File: src/rtl/cfrs_ram.sv
// ----------------------------------------------------------------------------
// cfrs_ram: generic single-port-write RAM
// One write port, one read port, read data registered.
// ----------------------------------------------------------------------------
module cfrs_ram #(
  parameter int unsigned WIDTH  = 32,
  parameter int unsigned DEPTH  = 16,
  parameter int unsigned ADDR_W = (DEPTH > 1) ? $clog2(DEPTH) : 1
) (
  input  logic              clk_i,
  input  logic              we_i,
  input  logic [ADDR_W-1:0] waddr_i,
  input  logic [WIDTH-1:0]  wdata_i,
  input  logic              re_i,
  input  logic [ADDR_W-1:0] raddr_i,
  output logic [WIDTH-1:0]  rdata_o
);

  logic [WIDTH-1:0] mem_q [DEPTH];
  logic [WIDTH-1:0] rdata_q;

  always_ff @(posedge clk_i) begin
    if (we_i) begin
      mem_q[waddr_i] <= wdata_i;
    end
    if (re_i) begin
      rdata_q <= mem_q[raddr_i];
    end
  end

  assign rdata_o = rdata_q;

endmodule

File: config.mk
export PLATFORM = sky130hd
export DESIGN_NAME = cfrs_ram
export DESIGN_NICKNAME = d
export VERILOG_FILES = /design/src/rtl/cfrs_ram.sv
export SDC_FILE = /design/constraint.sdc
export NUM_CORES = 1
export LEC_CHECK = 0
export ABC_AREA = 0
export BUFFER_PORTS_ARGS = -buffer_cell sky130_fd_sc_hd__buf_2
export CORE_UTILIZATION = 60
export CTS_CLUSTER_SIZE = 8
export DETAILED_ROUTE_END_ITERATION = 6
export PLACE_DENSITY = 0.79
export REMOVE_ABC_BUFFERS = 1
export SLEW_MARGIN = 20
export SYNTH_ARGS = -nofsm -noshare
export SYNTH_HDL_FRONTEND = slang
export SYNTH_SLANG_ARGS = --single-unit
File: constraint.sdc
create_clock -name clk_i -period 11.45 [get_ports clk_i]
set_input_delay 3.435 -clock clk_i [delete_from_list [all_inputs] [get_ports clk_i]]
set_output_delay 3.435 -clock clk_i [all_outputs]
set_load 0.1 [all_outputs]
Yosys cells after proc, flatten, opt, wreduce, memory -nomap -nowiden. Memories as Yosys holds them, arrays and structs flattened. A register that Yosys moved wholly into a read port is not among the register bits. Cells that the tools add are included.

Muxes and demuxes: 2.

Operators with widths (number): $mux W1 (2).

Bits in registers: 0. Memory bits (writable): 512. Input bits: 43. Output and inout port bits: 32. Word-level logic and storage cells: 3. Memories kept: 1.

Memories: mem_q (words 16, width 32, rd ports 1, clocked after Yosys merged registers in 1, write ports 1, RTL line 19) `logic [WIDTH-1:0] mem_q [DEPTH];`.

Longest topological paths before layout.
Depth in word-level cells: 2. Mapped depth: 5. Depth with buffers taken out: 3.

Least setup slack after synthesis. OpenSTA, ideal clock, no wires.

Path type: input to register. Start point: input port waddr_i[2]. End point: memory mem_q[0][0] (enable). Setup time: 0.461 ns. Arrival: 6.153 ns. Required time: 10.989 ns. Setup slack: 4.835 ns. Stages on the path: 2. Path buffers: 0. Cell sequence: or3b_2 > nor3_1.

RTL lines: start, declared (RTL line 12) `input logic [ADDR_W-1:0] waddr_i,`; end, declared (RTL line 19).

No word-level cell before the write port.

==> summary.md <==
| Metric | Value |
|---|---|
| Initial antenna violation count | 3 |
| Hold depth | 3 |
| Post-synth ARST share | 0 |
| Max-cap viol count | 0 |
| Clock sinks | 544 |
| Mapped Cells | 838 |
| #FFs+latches synth | 544 |
| Antenna Nets Post-Route | 0 |
| Crit start category | input port |
| Mapped Area | 20200 um2 |
| Worst skew pair latency | 580 ps |
| Post-CTS Repair Setup Buffers | 0 |
| DRT iter0 DRCs | between 1000 and 1500 |
| Clock slew at reported path FFs | 50 ps |
| Hold Crit Endpoint | rdata_o[26] |
| Die area | 34400 um2 |
| DPL Wire Length | 21.4 mm |
| Worst Setup End Kind | flip-flop |
| Drt wl/cell | 32.9 um |
| Grt ovf | 0 |
| Core area | 32800 um2 |
| Routed vias | between 9000 and 10000 |
| Number of remaining DRC errors | 0 |
| RSZ-0062 raised after global routing | false |
| Avg Cell Area, Syn | between 20 and 25 um2 |
| Unique masters post-synth | 17 |
| GRT Overall Usage | 0.287 |
| Data required, critical path | 11760 ps |
| Min-delay src | mem_q[12][26] |
| TritonCTS clock tree | done |
| Setup ws final | 5860 ps |
| Final Wtd Congestion | 0.721 |
| Worst r2r src | mem_q[0][0] |
| Leak | 7.50 nW |
| Final Cycle Share | 0.489 |
| EDFF count, synth | around 540 |
| Initial Util | 0.615 |
| # port buffers | 74 |
| YS warnings | 0 |
| Hold crit path type | reg -> reg |
| Worst r2r path cells | 3 |
| Top-area cell type share of the netlist area | 0.810 |
| Clock Skews | 19.9 ps |
| Hold Violations, Final | 0 |
| PwrDens | 193 nW/um2 |
| # H-tree levels | 3 |
| Post-CTS Hold Buffers | 0 |
| Peak VDD IR | 0.107 mV |
| CP Data Arrival Time | 5910 ps |
| Vias in the first global route | 10265 |
| Crit Path Class | in -> reg |
| Critical path peak fanout | 67 |
| Setup crit start | raddr_i[1] |
| Max transition margin | 0.230 |
| Reg2reg end | rdata_o[0] |
| Slew Limit Fails | 0 |
| Num CTS Buffers | 77 |
| Fin crit period | 5590 ps |
| Register area share after synthesis | 0.810 |
| Most common cell in the netlist | edfxtp_1 |
| Final core occ | 0.709 |
| TritonRoute pass-1 iters | 5 |
| Worst reg-to-reg setup slack | 9890 ps |
| Clk root buf | clkbuf_16 |
| Outcome | completed |
| Post-synth top area cell | edfxtp_1 |
| Largest net degree at the start of global routing | 68 |
| P&R area growth vs syn | 15.1% |
| Setup TNS | 0 ps |
| Dpl ws | 5330 ps |
| DR vias/cell | around 7 |
| Floorplan row count | 66 |
| Setup Viol. Count Final | 0 |
| Layout cells sized above 1 | 0.339 |
| F_max | 179 MHz |
| Global-route wire length before repair | 67.4 mm |
| Die width | 185 um |
| Most used DFF post-synth | edfxtp_1 |
| Most frequent cells after synthesis | edfxtp_1 (544), mux4_2 (128), a22oi_1 (64) |
| Worst slew pin tran | 1150 ps |
| PostCTS Resize Cnt | 0 |
| Nets | 1016 |
| Die H | 185 um |
| WL final | 46.7 mm |
| Maximum clock path buffer count | 3 |
| I/O Pins | 75 |
| Synth top area cells | edfxtp_1 (81%), mux4_2 (14%), a22oi_1 (2.4%) |
## sequential cells by signal, summed over array words and instances, names as in the netlist
name,cells
rdata_o,32
mem_q,512
## power by group
| group | total (mW) | switching, mW | internal [mW] |
|---|---|---|---|
| registers | 2.27 | 0.0160 | 2.25 |
| logic | 0.264 | 0.187 | 0.0767 |
| clock network | 1.96 | 0.767 | 1.19 |
| total | 4.49 | 0.970 | 3.52 |
## how the worst max path moves through the flow
stage / to / cells after the start
finish: rdata_o[21] / 5
global route: rdata_o[19] / 5
CTS: rdata_o[11] / 5
detailed placement: rdata_o[17] / 5
global placement: rdata_o[21] / 5
floorplan: mem_q[0][0] / 2
## cell families after synthesis
kind of cell	Yosys count	share of synthesized area
flops	544	0.810
simple gates	59	0.0125
buf+inv	43	0.0110
compound gates	64	0.0238
mux	128	0.143
## cells in the final DEF, fill, tap and decap left out
| cell | count |
|---|---|
| inv_6 | 4 |
| clkbuf_8 | 1 |
| nand3b_1 | 2 |
| nor2b_4 | 2 |
| or3b_2 | 1 |
| a22oi_1 | 64 |
| buf_2 | 72 |
| clkbuf_16 | 78 |
| buf_12 | 1 |
| diode_2 | 2 |
| edfxtp_1 | 544 |
| clkinv_8 | 1 |
| buf_4 | 25 |
| and2_2 | 1 |
| nor2_4 | 13 |
| nor3_2 | 4 |
| nand2b_1 | 2 |
| mux4_2 | 128 |
| nand2_1 | 33 |
| nand3_1 | 1 |
## metrics by stage
step	cells	power (mW)	instance area, um2	hold WS [ps]
6_report	1421	4.49	23200	746
5_1_grt	1420	4.59	23200	783
4_1_cts	1418	4.51	23200	747
3_5_place_dp	1335	2.56	21200	731
3_3_place_gp	1335	2.55	21200	722
2_1_floorplan	795	2.45	20000	710
## final cells by class
type | instances | area (um2)
antenna | 2 | 5.00
clock buffer | 78 | 1950
clock inverter | 5 | 51.3
fill | 1811 | 9560
multi-input combinational | 251 | 3750
sequential | 544 | 16300
tap | 442 | 553
timing repair buffer | 99 | 582
## worst max-delay path: stages
cell and delay (ps):
buf_4 740, buf_4 860, mux4_2 430, a22oi_1 270
nand2_1 80
## per-layer routing
metal | wire length [um] | global-route usage | vias up
met2 | 23500 | 0.459 | 715
met1 | 16800 | 0.387 | 5076
met3 | 4940 | 0.0639 | 126
li1 | - | - | 3844
met4 | 1490 | 0.118 | 2
met5 | 12 | 0 | -
Power figures use the tool's default switching activity.
