## config.mk

```make
export PLATFORM = sky130hd
export DESIGN_NAME = cfrs_cbrt
export DESIGN_NICKNAME = d
export VERILOG_FILES = /design/src/rtl/cfrs_pkg.sv /design/src/rtl/cfrs_cbrt.sv
export SDC_FILE = /design/constraint.sdc
export NUM_CORES = 2
export LEC_CHECK = 0
export BUFFER_PORTS_ARGS = -buffer_cell sky130_fd_sc_hd__buf_2
export CORE_MARGIN = 1.5
export CORE_UTILIZATION = 55
export DETAILED_ROUTE_END_ITERATION = 6
export PLACE_DENSITY = 0.73
export SLEW_MARGIN = 5
export SYNTH_ARGS = -nofsm -noshare
export SYNTH_HDL_FRONTEND = slang
export SYNTH_SLANG_ARGS = --single-unit
```

## constraint.sdc

```tcl
create_clock -name clk_i -period 20.8 [get_ports clk_i]
set_clock_uncertainty 0.15 [all_clocks]
set_input_delay 4.16 -clock clk_i [delete_from_list [all_inputs] [get_ports clk_i]]
set_output_delay 4.16 -clock clk_i [all_outputs]
set_load 0.02 [all_outputs]
```

## src/rtl/cfrs_pkg.sv

```systemverilog
// ----------------------------------------------------------------------------
// cfrs_pkg: channel flow routing step package
// Shared constants, item types, unit request/response types and saturation.
// ----------------------------------------------------------------------------
package cfrs_pkg;

  // network size
  localparam int unsigned JUNCTIONS = 16;
  localparam int unsigned NODE_W    = (JUNCTIONS > 1) ? $clog2(JUNCTIONS) : 1;
  localparam int unsigned MAT_DEPTH = JUNCTIONS * JUNCTIONS;
  localparam int unsigned MAT_W     = (MAT_DEPTH > 1) ? $clog2(MAT_DEPTH) : 1;

  // accumulator: J terms of a 48-bit floored product
  localparam int unsigned ACC_W = 49 + NODE_W;

  // shared divider operand width (signed)
  localparam int unsigned DIV_W   = 52;
  localparam int unsigned DIV_CNT_W = $clog2(DIV_W + 1);

  // function codes
  localparam logic [2:0] FUNC_WR_MAT  = 3'd0;
  localparam logic [2:0] FUNC_WR_NODE = 3'd1;
  localparam logic [2:0] FUNC_CLR     = 3'd2;
  localparam logic [2:0] FUNC_ADD     = 3'd3;
  localparam logic [2:0] FUNC_STEP    = 3'd4;
  localparam logic [2:0] FUNC_PIN     = 3'd5;

  // configuration register indexes
  localparam int unsigned CFG_IDX_W = 2;
  localparam logic [CFG_IDX_W-1:0] CFG_TIME_STEP = 2'd0;
  localparam logic [CFG_IDX_W-1:0] CFG_SLOPE     = 2'd1;

  localparam logic [15:0] TIME_STEP_RST = 16'd60;
  localparam logic [30:0] SLOPE_RST     = 31'd65;

  // 64-bit saturation bounds, held at 66 bits
  localparam logic signed [65:0] I64_MAX = 66'sd9223372036854775807;
  localparam logic signed [65:0] I64_MIN = -66'sd9223372036854775808;
  localparam logic signed [65:0] SA_HI   = 66'sd2305843009213693951;
  localparam logic signed [65:0] SA_LO   = -66'sd2305843009213693952;

  typedef struct packed {
    logic        [2:0]  func;
    logic        [5:0]  row_node;
    logic        [5:0]  column;
    logic signed [31:0] coefficient;
    logic signed [31:0] node_capacity;
    logic signed [31:0] bottom;
    logic signed [31:0] side;
    logic signed [31:0] rough;
    logic signed [31:0] inflow;
  } in_item_t;

  typedef struct packed {
    logic        [5:0]  node;
    logic signed [31:0] flow;
    logic               last;
    logic               fault;
  } res_item_t;

  typedef struct packed {
    logic signed [31:0] cap;
    logic signed [31:0] bottom;
    logic signed [31:0] side;
    logic signed [31:0] rough;
  } node_par_t;

  typedef struct packed {
    logic                    start;
    logic signed [DIV_W-1:0] num;
    logic signed [DIV_W-1:0] den;
  } div_req_t;

  typedef struct packed {
    logic               done;
    logic signed [31:0] quo;
    logic               dz;
  } div_rsp_t;

  typedef struct packed {
    logic        start;
    logic [63:0] rad;
  } sqrt_req_t;

  typedef struct packed {
    logic        done;
    logic [31:0] root;
  } sqrt_rsp_t;

  typedef struct packed {
    logic        start;
    logic [62:0] x;
  } cbrt_req_t;

  typedef struct packed {
    logic        done;
    logic [20:0] c;
  } cbrt_rsp_t;

  // saturate a wide signed value to 32 bits
  function automatic logic signed [31:0] sat32(input logic signed [65:0] x);
    logic fits;
    fits = (&x[65:31]) | ~(|x[65:31]);
    if (fits) begin
      return x[31:0];
    end else if (x[65]) begin
      return 32'sh8000_0000;
    end else begin
      return 32'sh7FFF_FFFF;
    end
  endfunction

endpackage

```

## src/rtl/cfrs_cbrt.sv

```systemverilog
// ----------------------------------------------------------------------------
// cfrs_cbrt: floor integer cube root
// 63-bit argument, 21-bit root; each root bit takes a square step, then a cube-and-compare step.
// ----------------------------------------------------------------------------
module cfrs_cbrt (
  input  logic                clk_i,
  input  logic                rst_ni,
  input  cfrs_pkg::cbrt_req_t req_i,
  output cfrs_pkg::cbrt_rsp_t rsp_o
);
  import cfrs_pkg::*;

  logic        busy_q;
  logic        ph_q;     // 0: square, 1: cube and compare
  logic [4:0]  bit_q;
  logic [62:0] x_q;
  logic [20:0] c_q;
  logic [20:0] t_q;
  logic [41:0] sq_q;
  logic        done_q;

  logic [20:0] t;
  logic [62:0] cube;

  always_comb begin
    t    = c_q | (21'd1 << bit_q);
    cube = 63'(sq_q * t_q);
  end

  always_ff @(posedge clk_i or negedge rst_ni) begin
    if (!rst_ni) begin
      busy_q <= 1'b0;
      ph_q   <= 1'b0;
      bit_q  <= '0;
      x_q    <= '0;
      c_q    <= '0;
      t_q    <= '0;
      sq_q   <= '0;
      done_q <= 1'b0;
    end else begin
      done_q <= 1'b0;
      if (req_i.start) begin
        busy_q <= 1'b1;
        ph_q   <= 1'b0;
        bit_q  <= 5'd20;
        x_q    <= req_i.x;
        c_q    <= '0;
      end else if (busy_q) begin
        if (!ph_q) begin
          t_q  <= t;
          sq_q <= t * t;
          ph_q <= 1'b1;
        end else begin
          ph_q <= 1'b0;
          if (cube <= x_q) begin
            c_q <= t_q;
          end
          bit_q <= bit_q - 1'b1;
          if (bit_q == 5'd0) begin
            busy_q <= 1'b0;
            done_q <= 1'b1;
          end
        end
      end
    end
  end

  assign rsp_o.done = done_q;
  assign rsp_o.c    = c_q;

endmodule

```

After elaboration in Yosys (flattened, before gate mapping)
Index checks and enable logic that the tools add are counted.
W data, S select, Z words.

word-level totals
  flip-flop bits (word level) = 155
  latch bits = 0
  RAM bits = 0
  memory bits (read-only) = 0
  input bits = 66
  output and inout bits = 22
  word-level logic and storage cells = 41
  memories kept = 0

operators by class
  add/sub/neg operators = 1
  multiply operators = 2
  div/mod/pow operators = 0
  $lt $le $gt $ge = 1
  equal/unequal tests = 0
  shift operators = 1
  muxes and demuxes = 18
  bitwise logic cells = 3
  reductions and logical operators = 7

operator list
  operator                count
  $mux W21                4
  $le A63 B63 Y1          1
  $mul A42 B21 Y63        1
  $mul A21 B21 Y42        1
  $or A21 B21 Y21         1
  $shl A1 B5 Y21 const A  1
  $mux W5                 3
  $mux W1                 11
  $reduce_and A3 Y1       2
  $reduce_bool A2 Y1      3
  $logic_not A5 Y1        1
  $sub A5 B1 Y5 const B   1
  $not A1 Y1              2
  $reduce_and A2 Y1       1

Longest topological paths before layout
  depth after elaboration = 6
  mapped depth = 40
  mapped depth without buffers = 36

Worst setup path before layout
No wires, ideal clock.

  path type = reg2reg
  from = register t_q[6]
  to = register c_q[0]
  library setup time = 0.125 ns
  arrival time = 8.559 ns
  required time = 20.525 ns
  path slack = 11.966 ns
  cell stages (with the launch flop) = 35
  buffers on the path = 4
  period minus slack after synthesis = 8.834 ns
  cell sequence = dfrtp_1 clkbuf_1 clkbuf_1 nand2_1 fa_1 fa_1 fa_1 inv_1 fa_1 fa_1 fa_1 inv_1 fa_1 inv_1 ha_1 clkbuf_1 nand2_1 nor2_1 a221oi_1 a21bo_1 and4_1 a21oi_2 o221a_2 o41ai_2 a31oi_1 xnor2_1 ha_1 nand4_1 nor4_1 nand3_1 nor3_1 a221oi_1 a211oi_1 buf_2 mux2_2

between the ends
  cells in the longest elaborated chain, start to end = 4

ends and longest elaborated chain
  what                          RTL line         text
  from (decl)                   cfrs_cbrt.sv:18  logic [20:0] t_q;
  from (signal assigned)        cfrs_cbrt.sv:50  t_q <= t;
  $mul A42 B21 Y63              cfrs_cbrt.sv:27  cube = 63'(sq_q * t_q);
  $le A63 B63 Y1                cfrs_cbrt.sv:55  if (cube <= x_q) begin
  $reduce_bool A2 Y1 (no line)  -
  $reduce_and A3 Y1 (no line)   -
  to (signal assigned)          cfrs_cbrt.sv:56  c_q <= t_q;
  to (decl)                     cfrs_cbrt.sv:17  logic [20:0] c_q;

Every way passes these cells.
A chain may end at the register's enable or synchronous reset.

Final worst setup path
  from = register t_q[12]
  to = register c_q[0]

The elaborated chain is that of the path after synthesis.

==> run summary <==
Ys Warns: 0
Layout cells sized above 1: 4.422%
Top layer reached by signal wires: met4
Core area: 0.08515 sq mm
Yosys top cell area share: 44.61%
Cell depth of the worst setup path: 32
Initial antenna violation count: 0
Final hold vios: 0
Mux cell area share after synthesis: 0.5719%
Die H: 296.1 um
Final worst-path cycle share: 51.93%
Mapped Avg Cell Area: 8.869 sq um
Hold WC Path Type: reg -> reg
Congestion Overflow GR: 0
Max incr delay on CP: 0.80 ns
Layout area overhead: 3.858%
Final setup fails: 0
Post-synthesis cell area: 0.04725 sq mm
Row Count: 107
Largest family of logic cells by synthesized area: adder cells
Hold_buf cts: 0
Setup bufs post-CTS: 0
CP Buf/Inv Count: 5
Dpl hpwl: 93900 um
Post-synthesis xor/xnor area fraction: 2.002%
Synth Area in Compound Gates: 6.972%
Slowest cell on crit path: dfrtp_1
Delay-heaviest family, CP: adder cells
DRC Markers: 1
Worst setup path startpoint: t_q[12]
Failing checks: DRC
Port Buffers: 87
Pwr Total: 902.0 uW
Max_cap viols: 0
Outcome: complete, but fails checks
Max Root-Sink Buffers: 2
CP dominant cell by count: fa_1
Vias in the first global route: 37880
Met2 wire len: 60060 um
Cts bufs inserted: 17
Initial core utilization: 55.50%
DR pass1 iterations: 7
Reg2Reg Setup Slack: 10.0 ns
CTS tree: done
Async SR Flop Fraction: 100.0%
RR Startpoint: t_q[12]
Global Route Usage Sum: 29.11%
Clock-pin transition on the worst setup and hold timing paths: 0.08 ns
Critical path type: reg -> reg
Cell variety after synth: 75
Number of synthesized flops with an enable pin: 0
Die W: 296.1 um
Wire length on met1: 45810 um
Req. time, crit path: 21.03 ns
RSZ-0062 raised after global routing: no
Startpoint Class: flip-flop
Vias/cell: 5.525
Worst VDD drop: 0.04326 mV
Top Ports: 88
Static leakage: 0.02615 uW
Mapped Cells: 5328
Final wirelength: 120200 um
Die area: 0.08768 sq mm
Remaining antenna violation count: 0
Largest net degree at the start of global routing: 89
Post_cts resized: 0
H-tree Lvls: 4
End point of the critical path: c_q[0]
Root buffer cell: clkbuf_16
Minimum clock period: 10.80 ns
Cell Pwr Density: 18.38 mW/mm^2
Register Area: 0.003832 sq mm
Final #Nets: 6722
Wirelength per Cell: 18.88 um
Setup_tns: 0 ns
Endpoint class of the critical path: flip-flop
First-pass GRT wire length: 197700 um
Worst reg-to-reg path cell count: 32
Synthesized-area fraction occupied by adder cells: 54.99%
Routability cong.: 0.9383
RR Endpoint: c_q[0]
Met3 wire len: 8425 um
Via count: 35190
Synth Area in Simple Gates: 15.10%
Post-synthesis register bit count: 153
CTS sink count: 153
Fmax achieved: 92.57 MHz
Final slew viol count: 0
Synth top area cells: fa_1, ha_1, inv_1
Worst Tran Pin Value: 1.369 ns
Top_reg_cell synth: dfrtp_1
Clk Latency, worst-skew pair: 0.51 ns
Highest net fanout along the worst path: 26
Slew HR: 7.570%
Fillers: 7617
Critical path arrival: 11.04 ns
1st-iter DRT viols: 2323
Area occupied by multi-input gates: 0.03769 sq mm
Register area share after synthesis: 8.102%
Cell taking the most area after synthesis: fa_1
## registers in the layout, summed over array words and instances, names as in the netlist
signal and count:
x_q 63, sq_q 40, c_q 21, t_q 21, bit_q 5, busy_q 1, done_q 1, ph_q 1
## layer usage
metal	vias up	track usage [%]
li1	15490	-
met1	18070	36.18
met2	1257	49.70
met3	367	4.849
met4	0	13.45
met5	-	0
## through the flow
| step | hold WS, ns | std cells | worst slack [ns] | instance area [sq um] | utilization [%] |
|---|---|---|---|---|---|
| final | 0.3374 | 6369 | 9.998 | 49080 | 57.64 |
| after floorplan | 0.3375 | 5334 | 11.97 | 47280 | - |
| after global placement | 0.3122 | 6336 | 10.45 | 48520 | 56.98 |
| after global routing | 0.3565 | 6368 | 9.468 | 49070 | 57.64 |
| after detailed placement | 0.3214 | 6336 | 10.15 | 48520 | 56.98 |
| after CTS | 0.3376 | 6368 | 10.07 | 49070 | 57.64 |
## worst min-delay path: stages, from the launching register on
cell,delay (ns)
dfrtp_1,0.34
nand2_1,0.04
o21ai_0,0.06
## kinds of logic (layout without fill, tap and decap cells)
family / count (synthesis) / in the layout
buffers and inverters: 1540 / 1430
AND/OR/NAND/NOR: 1530 / 1530
XOR/XNOR: 108 / 108
adder cells (fa/ha/maj): 1445 / 1445
flip-flops: 153 / 153
other: 2 / 9
AO/OA/AOI/OAI: 526 / 526
multiplexers: 24 / 24
## synthesized netlist by cell type (5+ instances only)
library cell and instances:
buf_1 6, nand4_1 39, nand2_1 783, ha_1 392, dfrtp_1 153, o21ai_0 173, and3_1 13, o31ai_1 9
nor2b_1 42, and2_1 379, clkinv_1 5, or3_1 5, inv_1 1253, a211oi_1 9, a21o_1 103, xnor2_1 68
clkbuf_1 273, o21bai_1 15, a31oi_1 20, nor3_1 15, xor2_1 40, a21oi_1 129, mux2_2 24, o21a_1 8
nor2_1 190, and4_1 6, nand2b_1 11, nand3_1 24, fa_1 1053, or2_2 5
## power by group
part	internal [uW]	total [uW]	switching, uW
Combinational	79.4	248	169
Clock	158	312	154
Sequential	315	341	25.9
Total	553	902	349
## worst min path at each step
stage                 start       to  depth (start not counted)
floorplan            x_q[0]   x_q[0]                          1
global placement    t_q[19]  t_q[19]                          2
detailed placement  t_q[20]  t_q[20]                          2
CTS                 t_q[11]  t_q[11]                          2
global route        t_q[11]  t_q[11]                          2
finish              t_q[11]  t_q[11]                          2
## cell usage in the layout, fill, tap and decap left out, drive strengths merged, types with 5 or more instances in the layout
cell	Yosys	final
nor2	190	190
buf	9	140
nand2	783	783
nor3	15	15
nand2b	12	12
and2	380	380
nand3	24	24
a211oi	9	9
o21bai	17	17
nor2b	42	42
xor2	40	40
ha	392	392
a21boi	5	5
and4	6	6
inv	1253	1258
o31ai	11	11
clkbuf	273	18
or2	6	6
a31oi	21	21
o21a	8	8
nand4	39	39
or3	5	5
dfrtp	153	153
and3	13	13
fa	1053	1053
mux2	24	24
a21oi	132	132
clkinv	5	11
o21ai	178	178
conb	2	8
xnor2	68	68
a21o	103	103
## final cells by class
class / instances / area share, %
Clock buffer: 18 / 0.8949
Inverter: 1258 / 9.622
Clock inverter: 14 / 0.2371
Multi-Input combinational cell: 3641 / 76.80
Timing Repair Buffer: 140 / 1.716
Antenna cell: 1 / 0.005099
Tap cell: 1144 / 2.917
Sequential cell: 153 / 7.809
(Power assumes the default switching activity.)
