`config.mk`:
```
export PLATFORM = sky130hd
export DESIGN_NAME = cfrs_div
export DESIGN_NICKNAME = d
export VERILOG_FILES = /design/src/rtl/cfrs_pkg.sv /design/src/rtl/cfrs_div.sv
export SDC_FILE = /design/constraint.sdc
export NUM_CORES = 1
export LEC_CHECK = 0
export ABC_AREA = 1
export BUFFER_PORTS_ARGS = -buffer_cell sky130_fd_sc_hd__buf_2
export CORE_MARGIN = 5
export CORE_UTILIZATION = 44
export DETAILED_ROUTE_END_ITERATION = 8
export HOLD_SLACK_MARGIN = 0.15
export PLACE_DENSITY_LB_ADDON = 0.15
export RECOVER_POWER = 50
export SETUP_SLACK_MARGIN = 0.1
export SKIP_LAST_GASP = 1
export SLEW_MARGIN = 30
export SYNTH_ARGS = -nofsm -noshare
export SYNTH_HDL_FRONTEND = slang
export SYNTH_SLANG_ARGS = --single-unit
```
`constraint.sdc`:
```
create_clock -name clk_i -period 3.82 [get_ports clk_i]
set_input_delay 0.191 -clock clk_i [delete_from_list [all_inputs] [get_ports clk_i]]
set_output_delay 0.191 -clock clk_i [all_outputs]
set_load 0.03 [all_outputs]
```
`src/rtl/cfrs_pkg.sv`:
```
// ----------------------------------------------------------------------------
// cfrs_pkg: channel flow routing step package
// Shared constants, item types, unit request/response types and saturation.
// ----------------------------------------------------------------------------
package cfrs_pkg;

  // network size
  localparam int unsigned JUNCTIONS = 16;
  localparam int unsigned NODE_W    = (JUNCTIONS > 1) ? $clog2(JUNCTIONS) : 1;
  localparam int unsigned MAT_DEPTH = JUNCTIONS * JUNCTIONS;
  localparam int unsigned MAT_W     = (MAT_DEPTH > 1) ? $clog2(MAT_DEPTH) : 1;

  // accumulator: J terms of a 48-bit floored product
  localparam int unsigned ACC_W = 49 + NODE_W;

  // shared divider operand width (signed)
  localparam int unsigned DIV_W   = 52;
  localparam int unsigned DIV_CNT_W = $clog2(DIV_W + 1);

  // function codes
  localparam logic [2:0] FUNC_WR_MAT  = 3'd0;
  localparam logic [2:0] FUNC_WR_NODE = 3'd1;
  localparam logic [2:0] FUNC_CLR     = 3'd2;
  localparam logic [2:0] FUNC_ADD     = 3'd3;
  localparam logic [2:0] FUNC_STEP    = 3'd4;
  localparam logic [2:0] FUNC_PIN     = 3'd5;

  // configuration register indexes
  localparam int unsigned CFG_IDX_W = 2;
  localparam logic [CFG_IDX_W-1:0] CFG_TIME_STEP = 2'd0;
  localparam logic [CFG_IDX_W-1:0] CFG_SLOPE     = 2'd1;

  localparam logic [15:0] TIME_STEP_RST = 16'd60;
  localparam logic [30:0] SLOPE_RST     = 31'd65;

  // 64-bit saturation bounds, held at 66 bits
  localparam logic signed [65:0] I64_MAX = 66'sd9223372036854775807;
  localparam logic signed [65:0] I64_MIN = -66'sd9223372036854775808;
  localparam logic signed [65:0] SA_HI   = 66'sd2305843009213693951;
  localparam logic signed [65:0] SA_LO   = -66'sd2305843009213693952;

  typedef struct packed {
    logic        [2:0]  func;
    logic        [5:0]  row_node;
    logic        [5:0]  column;
    logic signed [31:0] coefficient;
    logic signed [31:0] node_capacity;
    logic signed [31:0] bottom;
    logic signed [31:0] side;
    logic signed [31:0] rough;
    logic signed [31:0] inflow;
  } in_item_t;

  typedef struct packed {
    logic        [5:0]  node;
    logic signed [31:0] flow;
    logic               last;
    logic               fault;
  } res_item_t;

  typedef struct packed {
    logic signed [31:0] cap;
    logic signed [31:0] bottom;
    logic signed [31:0] side;
    logic signed [31:0] rough;
  } node_par_t;

  typedef struct packed {
    logic                    start;
    logic signed [DIV_W-1:0] num;
    logic signed [DIV_W-1:0] den;
  } div_req_t;

  typedef struct packed {
    logic               done;
    logic signed [31:0] quo;
    logic               dz;
  } div_rsp_t;

  typedef struct packed {
    logic        start;
    logic [63:0] rad;
  } sqrt_req_t;

  typedef struct packed {
    logic        done;
    logic [31:0] root;
  } sqrt_rsp_t;

  typedef struct packed {
    logic        start;
    logic [62:0] x;
  } cbrt_req_t;

  typedef struct packed {
    logic        done;
    logic [20:0] c;
  } cbrt_rsp_t;

  // saturate a wide signed value to 32 bits
  function automatic logic signed [31:0] sat32(input logic signed [65:0] x);
    logic fits;
    fits = (&x[65:31]) | ~(|x[65:31]);
    if (fits) begin
      return x[31:0];
    end else if (x[65]) begin
      return 32'sh8000_0000;
    end else begin
      return 32'sh7FFF_FFFF;
    end
  endfunction

endpackage

```
`src/rtl/cfrs_div.sv`:
```
// ----------------------------------------------------------------------------
// cfrs_div: shared signed divider
// Restoring, one quotient bit per cycle; truncates toward zero, saturates
// to 32 bits, flags a zero divisor.
// ----------------------------------------------------------------------------
module cfrs_div (
  input  logic               clk_i,
  input  logic               rst_ni,
  input  cfrs_pkg::div_req_t req_i,
  output cfrs_pkg::div_rsp_t rsp_o
);
  import cfrs_pkg::*;

  logic                 busy_q;
  logic [DIV_CNT_W-1:0] cnt_q;
  logic                 neg_q;
  logic [DIV_W-1:0]     nq_q;   // numerator bits out, quotient bits in
  logic [DIV_W-1:0]     dmag_q;
  logic [DIV_W:0]       rem_q;
  div_rsp_t             rsp_q;

  logic [DIV_W-1:0]     nmag;
  logic [DIV_W-1:0]     dmag;
  logic [DIV_W:0]       rem_sh;
  logic                 qbit;
  logic [DIV_W:0]       rem_nx;
  logic [DIV_W-1:0]     qnew;
  logic signed [DIV_W:0] qsig;

  always_comb begin
    nmag   = req_i.num[DIV_W-1] ? DIV_W'(-req_i.num) : DIV_W'(req_i.num);
    dmag   = req_i.den[DIV_W-1] ? DIV_W'(-req_i.den) : DIV_W'(req_i.den);
    rem_sh = {rem_q[DIV_W-1:0], nq_q[DIV_W-1]};
    qbit   = (rem_sh >= {1'b0, dmag_q});
    rem_nx = qbit ? (rem_sh - {1'b0, dmag_q}) : rem_sh;
    qnew   = {nq_q[DIV_W-2:0], qbit};
    qsig   = neg_q ? -$signed({1'b0, qnew}) : $signed({1'b0, qnew});
  end

  always_ff @(posedge clk_i or negedge rst_ni) begin
    if (!rst_ni) begin
      busy_q <= 1'b0;
      cnt_q  <= '0;
      neg_q  <= 1'b0;
      nq_q   <= '0;
      dmag_q <= '0;
      rem_q  <= '0;
      rsp_q  <= '0;
    end else begin
      rsp_q.done <= 1'b0;
      if (req_i.start) begin
        neg_q     <= req_i.num[DIV_W-1] ^ req_i.den[DIV_W-1];
        nq_q      <= nmag;
        dmag_q    <= dmag;
        rem_q     <= '0;
        cnt_q     <= DIV_CNT_W'(DIV_W);
        rsp_q.dz  <= (req_i.den == '0);
        if (req_i.den == '0) begin
          rsp_q.done <= 1'b1;
          rsp_q.quo  <= '0;
        end else begin
          busy_q <= 1'b1;
        end
      end else if (busy_q) begin
        rem_q <= rem_nx;
        nq_q  <= qnew;
        cnt_q <= cnt_q - 1'b1;
        if (cnt_q == DIV_CNT_W'(1)) begin
          busy_q     <= 1'b0;
          rsp_q.done <= 1'b1;
          rsp_q.quo  <= sat32(66'(qsig));
        end
      end
    end
  end

  assign rsp_o = rsp_q;

endmodule

```
After elaboration in Yosys (flattened, before gate mapping)
Cells that the tools add are included.
{ "totals": {"mem_bits_rw": 0, "latchBits": 0, "mem_count": 0, "reg_bits": 198, "mem_bits_ro": 0, "out_inout_bits": 34} }
{ "op_classes": {"n_mux": 20, "shift": 0, "bitwise_logic": 3, "addsub": 5, "n_lt_le_gt_ge": 1, "div": 0, "mul": 0, "n_reduce_logical": 6, "eq_ne": 3} }
{ "op_table": {"columns": ["operator", "n"], "rows": [
  ["52-bit two-way mux", 7],
  ["33-bit two-way mux", 4],
  ["52-bit negator", 2],
  ["32-bit two-way mux", 2],
  ["53-bit by 52-bit >= comparator with 1-bit output", 1],
  ["53-bit two-way mux", 1],
  ["52-bit negator with 53-bit output", 1],
  ["52-bit zero test", 1],
  ["52-bit subtractor", 1],
  ["22-bit AND reduction", 1],
  ["22-bit OR reduction", 1],
  ["6-bit two-way mux", 2],
  ["6-bit by 1-bit equality test with 1-bit output, second input constant", 1],
  ["6-bit by 1-bit subtractor with 6-bit output, second input constant", 1],
  ["1-bit two-way mux", 4],
  ["2-bit nonzero test", 2],
  ["3-bit AND reduction", 1],
  ["2-bit by 1-bit != test with 1-bit output, second input constant", 1],
  ["2-bit != test, second input constant", 1],
  ["1-bit NOT", 1],
  ["1-bit bitwise OR", 1],
  ["1-bit XOR", 1]
]} }

Longest topological paths before layout
Gate-level depths: netlist of the first run.
{ "depth": {"depth_word": 10, "depth_mapped": 38, "depth_no_buf": 35} }

Least setup slack after synthesis of the first run
No wires, ideal clock.
{ "synth_path": {"path_type": "register to register", "startpoint": "register rem_q[15]", "endpoint": "register rsp_q, in the netlist rsp_o[2]", "arrival_ns": 3.867, "setup_ns": 0.119, "setup_slack_ns": -0.166, "stages_incl_launch_ff": 32, "path_buffers": 3, "cell_sequence": "dfrtp_1 > ha_1 > a21oi_2 > nand2_1 > a21oi_2 > nand3_2 > nand2_2 > inv_2 > nor2_4 > buf_6 > clkbuf_1 > ha_1 > nand3_4 > nor2_4 > nand3_2 > o21ai_4 > nand3_2 > nor2_1 > nand2_1 > nand2_1 > nand2_1 > nor2_1 > nand2_1 > a21oi_1 > nand2_1 > nor2_2 > nand3_2 > nand2_1 > buf_4 > nand2_1 > nand2_1 > o21ai_2"} }
{ "synth_between": {"elab_chain_cells": 10} }
{ "synth_lines": {"columns": ["element", "line", "text"], "rows": [
  ["start: declaration", "cfrs_div.sv:19", "logic [DIV_W:0] rem_q;"],
  ["start signal: assignment", "cfrs_div.sv:65", "rem_q <= rem_nx;"],
  ["53-bit by 52-bit >= comparator with 1-bit output *", "cfrs_div.sv:34", "qbit = (rem_sh >= {1'b0, dmag_q});"],
  ["52-bit negator with 53-bit output *", "cfrs_div.sv:37", "qsig = neg_q ? -$signed({1'b0, qnew}) : $signed({1'b0, qnew});"],
  ["53-bit two-way mux *", "cfrs_div.sv:37", null],
  ["22-bit OR reduction", "cfrs_pkg.sv:103", "fits = (&x[65:31]) | ~(|x[65:31]);"],
  ["1-bit NOT", "cfrs_pkg.sv:103", null],
  ["1-bit bitwise OR", "cfrs_pkg.sv:103", null],
  ["32-bit two-way mux *", "cfrs_pkg.sv:104", "if (fits) begin"],
  ["33-bit two-way mux *", "cfrs_div.sv:68", "if (cnt_q == DIV_CNT_W'(1)) begin"],
  ["33-bit two-way mux *", "cfrs_div.sv:64", "end else if (busy_q) begin"],
  ["33-bit two-way mux *", "cfrs_div.sv:51", "if (req_i.start) begin"],
  ["end: declaration", "cfrs_div.sv:20", "div_rsp_t rsp_q;"]
]} }
Mark *: on every way between the ends. The rest lies on a longest branch, timed or not. The select of a mux whose other input is x is not followed.
A chain may end at the register's enable or synchronous reset.

Final worst setup path of the first run
{ "layout_path": {"startpoint": "register rem_q[31]", "endpoint": "register rsp_q, in the netlist rsp_o[23]"} }
The elaborated chain is that of the path after synthesis.

==> flow_summary_export.csv, run 1 <==
group,metric,value,unit
status,status,"finished with violations",
status,violations,"max-capacitance violations, max-slew violations, negative setup slack",
pwr,ir_worst_vdd,0.3185,mV
clocking,path_clk_slew,0.08,ns
logic_synthesis,ys_seq_area_frac,0.3039,
sta,skew,0.01414,ns
logic_synthesis,synth_cells,2406,
clocking,htreeDepth,4,
finish,multi_input_area,10690,um^2
detailed_routing,wl_per_cell,17.58,um
setup_path,r2r_start,"rem_q[31]",
worst_hold_path,hold_class,"input port to flop",
finish,seq_area,4956,um^2
grt,overflow,0,
die,die_w,202.5,um
finish,nFillCells,3496,
finish,drive_above_1_share,0.2240,
logic_synthesis,ys_ff_latch,198,
setup_path,max_stage_delay,0.42,ns
detailed_routing,first_pass_iters,8,
pwr,total_power,11.74,mW
setup_path,cp-endpoint,"rsp_o[23]",
sta,finalCriticalPeriod,4.068,ns
finish,area_delta_synth_final,31.78,%
setup_path,critPathCaptureType,"flop",
setup_path,arrival,4.46,ns
setup_path,crit_start,"rem_q[31]",
pwr,power.density,546.3,nW/um^2
clocking,cts_buffers,17,
placement,portBuffers,140,
placement,gp_congestion,0.9394,
detailed_routing,wirelength,57860,um
setup_path,worst_ep_required_time,4.22,ns
logic_synthesis,synthFlopType,"dfrtp_1",
die,start_util,0.4453,
detailed_routing,vias,17690,
grt,grt_antenna_before_repair,0,
sta,fin_setup_tns,-6.905,ns
sta,maxSlewViolCount,193,
logic_synthesis,synth_edf_count,0,
clocking,ctsRootBufferMaster,"clkbuf_16",
logic_synthesis,async_reset_ff_frac,1.000,
clocking,cts_buffer_depth,2,
die,num_io_pins,141,
logic_synthesis,synth_cell_type_count,56,
sta,rsz0062_at_grt,"yes",
sta,slew_headroom,-0.6931,
setup_path,critPathMaxFanout,7,
detailed_routing,ant_nets,0,
placement,hpwl,42930,um
die,fp-row-count,70,
die,dieArea,41000,um^2
logic_synthesis,ys_warn_count,0,
grt,grt.total_usage,0.2718,
setup_path,crit_slowest_cell,"dfrtp_1",
detailed_routing,drc_errors,0,
clocking,clock_sinks,198,
setup_path,rrSetupSlack,-0.25,ns
setup_path,crit_type,"flop to flop",
sta,worstMarginPinSlew,2.540,ns
die,die_h,202.5,um
logic_synthesis,netlist_area,16300,um^2
grt,grt_pass1_wl,90580,um
flow_run,max-cap-violations,2,
sta,layout_setup_ws,-0.2484,ns
setup_path,critPathLaunchType,"flop",
finish,design_area,21480,um^2
finish,fin_util,0.5868,
placement,place_area,19180,um^2
clocking,insertion_delay,0.47,ns
sta,max_freq,245.8,MHz
sta,setup_violations,31,
setup_path,reg2regPathDepth,33,
setup_path,r2r_end,"rsp_o[23]",
setup_path,cp_common_cell,"nand2_1",
detailed_routing,via_per_inst,5.376,
finish,fin_nets,2974,
die,core,36610,um^2
pwr,power_leakage,9.895,nW
grt,grt_max_degree,100,
sta,holdWs,0.1666,ns
sta,hold_viol_final,0,
logic_synthesis,synth.net_count,2571,
detailed_routing,dr.first_iter.drc_count,1185,
sta,min_period_over_period,1.065,
clocking,cts_tree,"yes",
logic_synthesis,avgSynthCellArea,6.776,um^2
grt,grt_pass1_vias,17280,
-- cells in the final DEF (no fill, tap or decap), types with 37 or more instances in the layout --
master,synthesis,layout
o221ai_1,50,50
inv_2,12,51
nor2_1,257,248
nand2_1,565,518
ha_4,0,47
buf_2,4,103
xnor2_1,42,42
o21ai_0,220,217
a21oi_1,100,87
nand4_1,42,42
buf_4,3,217
dfrtp_1,198,197
nor3_1,45,44
inv_1,319,278
xor2_1,108,107
nand3_1,95,91
dlygate4sd3_1,0,94
nand2_2,9,50
clkbuf_1,62,37
-- critical path, delay by kind of cell, from the launching register on --
kind	cells	cell delay, ns
AOI/OAI and AO/OA	2	0.23
adders and majority gates	2	0.48
buffers and inverters	3	0.44
DFF	1	0.42
and+or+nand+nor	26	2.42
-- area by class of cell --
type,count,share of cell area
Tap cell,468,0.02726
Clock buffer,17,0.01980
Timing Repair Buffer,464,0.1596
Sequential cell,198,0.2307
Multi-Input combinational cell,1795,0.4975
Inverter,333,0.05824
Clock inverter,15,0.006814
Antenna cell,1,0.0001165
-- cell usage after synthesis (17+ instances only) --
cell type	n	area (um^2)
o21ai_2	31	271.5
inv_1	319	1197
nand2_1	565	2121
nand4_1	42	262.8
nor4_1	24	150.1
clkbuf_1	62	232.7
nand3_1	95	475.5
nor2_1	257	964.7
a21oi_1	100	500.5
ha_1	57	713.2
dfrtp_1	198	4955
xor2_1	108	945.9
nor3_1	45	225.2
xnor2_1	42	367.9
o21ai_0	220	1101
o221ai_1	50	437.9
o211ai_1	17	127.6
-- per-layer routing --
| metal | GRT usage | vias to the layer above | routed length (um) |
|---|---|---|---|
| met3 | 0.02923 | 106 | 2235 |
| met1 | 0.3428 | 8384 | 24950 |
| met2 | 0.4880 | 480 | 28980 |
| li1 | - | 8724 | - |
| met5 | 0 | - | 0 |
| met4 | 0.08875 | 0 | 1699 |
-- per-stage QoR --
step,cells,setup WS [ns]
after floorplan,2406,0.1151
after global placement,3131,-0.2958
after detailed placement,3131,-0.3310
after CTS,3260,-0.2417
after global routing,3290,-0.4451
final,3291,-0.2484
-- registers in the layout, indices dropped and copies added (netlist names) --
register and count:
dmag_q 52, rsp_o 34, neg_q 1, busy_q 1, nq_q 52, rem_q 52
cnt_q 6
-- report_power, final --
group	leakage (nW)	total (mW)	internal (mW)	switching (mW)
registers	2.50	2.84	2.47	0.366
logic	7.14	7.08	3.18	3.90
clock network	0.263	1.82	0.914	0.907
-- worst min path at each step --
| stage | startpoint | endpoint | slack (ns) | depth (start not counted) |
|---|---|---|---|---|
| 2_1_floorplan | rst_ni | busy_q | -0.10 | 0 |
| 3_3_place_gp | rst_ni | rsp_o[8] | 0.34 | 1 |
| 3_5_place_dp | rst_ni | rsp_o[8] | 0.34 | 1 |
| 4_1_cts | req_i[42] | dmag_q[42] | 0.16 | 3 |
| 5_1_grt | req_i[42] | dmag_q[42] | 0.17 | 3 |
| 6_report | req_i[42] | dmag_q[42] | 0.17 | 3 |
-- repair_timing --
action                                 4_1_cts  5_1_grt
gates cloned                                 1        4
pin swaps                                    5       49
resized for setup                            8      133
buffers inserted                             2       26
setup endpoints to repair                   31       42
hold buffers                                94        0
endpoints found under the hold margin      187        0
-- logic make-up after synthesis --
family          count (synthesis)  synth area share
simple gates                 1089            0.2873
compound gates                497            0.1847
buf+inv                       413           0.09793
flops                         198            0.3039
xor+xnor                      150           0.08058
fa+ha+maj                      58           0.04497
mux                             1         0.0006140
No activity file was read; power rests on OpenSTA's default activity.
==> inputs of run 2 (changes only) <==
--- a/config.mk
+++ b/config.mk
@@ -8,7 +8,7 @@
 export ABC_AREA = 1
 export BUFFER_PORTS_ARGS = -buffer_cell sky130_fd_sc_hd__buf_2
 export CORE_MARGIN = 5
-export CORE_UTILIZATION = 44
+export CORE_UTILIZATION = 42
 export DETAILED_ROUTE_END_ITERATION = 8
 export HOLD_SLACK_MARGIN = 0.15
 export PLACE_DENSITY_LB_ADDON = 0.15
==> constraint.sdc (replaced) <==
create_clock -name clk_i -period 4.4 [get_ports clk_i]
set_input_delay 0.22 -clock clk_i [delete_from_list [all_inputs] [get_ports clk_i]]
set_output_delay 0.22 -clock clk_i [all_outputs]
set_load 0.03 [all_outputs]
==> run 2 against run 1 <==
  * The flow finishes with violations (max-capacitance violations, max-slew violations)
  * First-iteration DRC count is 26% higher
  * Combinational power decreased by 26%
  * Total power is 20% lower
  * Core utilization decreased by 6.7 points
  * Hold slack got worse by 0.00053 ns
  * Largest power group unchanged
==> flow_summary_export.csv, run 2 (synthesized netlist as in run 1, its figures left out) <==
group,metric,value,unit
status,status,"finished with violations",
status,violations,"max-capacitance violations, max-slew violations",
setup_path,arrival,4.47,ns
flow_run,max-cap-violations,2,
sta,setup_violations,0,
die,die_h,207.0,um
finish,drive_above_1_share,0.1613,
detailed_routing,ant_nets,0,
die,die_w,207.0,um
grt,grt_pass1_vias,15760,
sta,worstMarginPinSlew,2.812,ns
detailed_routing,via_per_inst,5.382,
setup_path,worst_ep_required_time,4.79,ns
finish,final_cell_mix,"534 x nand2_1, 292 x inv_1, 252 x nor2_1",
finish,area_delta_synth_final,22.92,%
finish,diodes,0,
detailed_routing,vias,16940,
clocking,clock_sinks,198,
detailed_routing,first_pass_iters,5,
sta,fin_setup_tns,0,ns
worst_hold_path,hold_class,"input port to flop",
sta,maxSlewViolCount,139,
grt,grt_max_degree,102,
clocking,cts_buffers,17,
placement,gp_congestion,0.9708,
grt,grt_antenna_before_repair,1,
pwr,ir_worst_vdd,0.3092,mV
placement,dpl.cell_count,3011,
clocking,cts_tree,"yes",
clocking,htreeDepth,4,
pwr,power_leakage,9.009,nW
clocking,insertion_delay,0.47,ns
die,fp-row-count,72,
detailed_routing,wl_per_cell,17.98,um
detailed_routing,drc_errors,0,
clocking,ctsRootBufferMaster,"clkbuf_16",
setup_path,crit_type,"flop to flop",
setup_path,critPathMaxFanout,8,
finish,stdcell_count,3147,
setup_path,critical_path.top_delay_family,"simple AND/OR/NAND/NOR gates",
sta,slew_headroom,-0.8750,
setup_path,crit_buf_inv,3,
placement,portBuffers,140,
finish,largestRegisters,"dmag_q x52, nq_q x52, rem_q x52",
pwr,power.density,467.1,nW/um^2
grt,grt_pass1_wl,87280,um
die,dieArea,42860,um^2
setup_path,crit_slowest_cell,"dfrtp_1",
setup_path,critPathLaunchType,"flop",
clocking,cts_buffer_depth,2,
grt,overflow,0,
clocking,path_clk_slew,0.08,ns
die,num_io_pins,141,
setup_path,max_stage_delay,0.40,ns
grt,grt.total_usage,0.2479,
placement,hpwl,41910,um
sta,skew,0.01461,ns
sta,rsz0062_at_grt,"no",
finish,nFillCells,3959,
die,start_util,0.4228,
detailed_routing,dr.first_iter.drc_count,1498,
detailed_routing,wirelength,56570,um
setup_path,rrSetupSlack,0.32,ns
sta,min_period_over_period,0.9281,
sta,max_freq,244.9,MHz
sta,finalCriticalPeriod,4.084,ns
setup_path,critPathCaptureType,"flop",
finish,fin_nets,2781,
finish,fin_util,0.5197,
die,core,38560,um^2
finish,final_common_cell,"nand2_1",
sta,hold_viol_final,0,
==> run 2: changes by cell type in the layout (fill, tap and decap cells not counted), moves of 5 or more <==
cell	before	now
a21oi_2	13	8
buf_4	217	47
dlygate4sd3_1	94	72
inv_1	278	292
inv_2	51	37
nand2_1	518	534
nand2_2	50	35
==> run 2: layer usage <==
metal	track usage	vias up	part of all wire
met3	0.04811	65	0.070
met4	0.05176	0	0.016
li1	-	8346	-
met1	0.3912	7973	0.50
met2	0.3495	553	0.42
met5	0	-	0
==> run 2: repair_timing <==
action | CTS | global route
gates cloned | 0 | 4
hold buffers | 72 | 0
setup buffers | 0 | 28
resized for setup | 1 | 153
hold endpoints to repair | 169 | 0
pin swaps | 0 | 23
setup endpoints to repair | 29 | 31
==> run 2: report_power, final <==
part | internal (mW) | leakage, nW | total [mW] | switching [mW]
logic | 2.04 | 6.22 | 5.22 | 3.19
clock network | 0.825 | 0.289 | 1.64 | 0.820
registers | 2.14 | 2.50 | 2.49 | 0.349
total | 5.01 | 9.01 | 9.36 | 4.35
==> run 2: worst paths after layout <==
| path | start | to | cells past startpoint |
|---|---|---|---|
| min in group asynchronous | rst_ni | dmag_q[29] | 2 |
| worst max register to register | dmag_q[27] | rsp_o[9] | 30 |
| worst max-delay path | dmag_q[27] | rsp_o[9] | 30 |
| max in group asynchronous | rst_ni | dmag_q[49] | 2 |
| worst min register to register | rsp_o[10] | rsp_o[10] | 2 |
| worst min-delay path | req_i[82] | nq_q[30] | 3 |
==> run 2: worst register-to-register path, delay by kind of cell (launching register included) <==
kind                     cells  cell delay [ns]
adder cells (fa/ha/maj)      2             0.39
flip-flops                   1             0.40
AND/OR/NAND/NOR             21             2.20
AO/OA/AOI/OAI                4             0.67
buffers and inverters        3             0.34
==> run 2: stage by stage <==
step           total power [mW]  hold slack (ns)  instance area [um^2]  setup WS (ns)
4_1_cts                   8.599           0.1517                 18940         0.1209
3_5_place_dp              6.891           0.4002                 17620        0.08422
6_report                  9.360           0.1661                 20040         0.3162
2_1_floorplan             5.598         -0.07559                 16300         0.4139
5_1_grt                   10.04           0.1688                 20040        0.06153
3_3_place_gp              6.881           0.4002                 17590         0.2273
==> run 2: cell type report <==
cell class                 count  area [um^2]  area share
timing repair buffer         271         1959     0.09778
inverter                     333         1251     0.06244
clock buffer                  18        439.2     0.02192
multi-input combinational   1795        10630      0.5303
sequential                   198         4956      0.2473
clock inverter                14        157.7    0.007867
tap                          518        648.1     0.03234
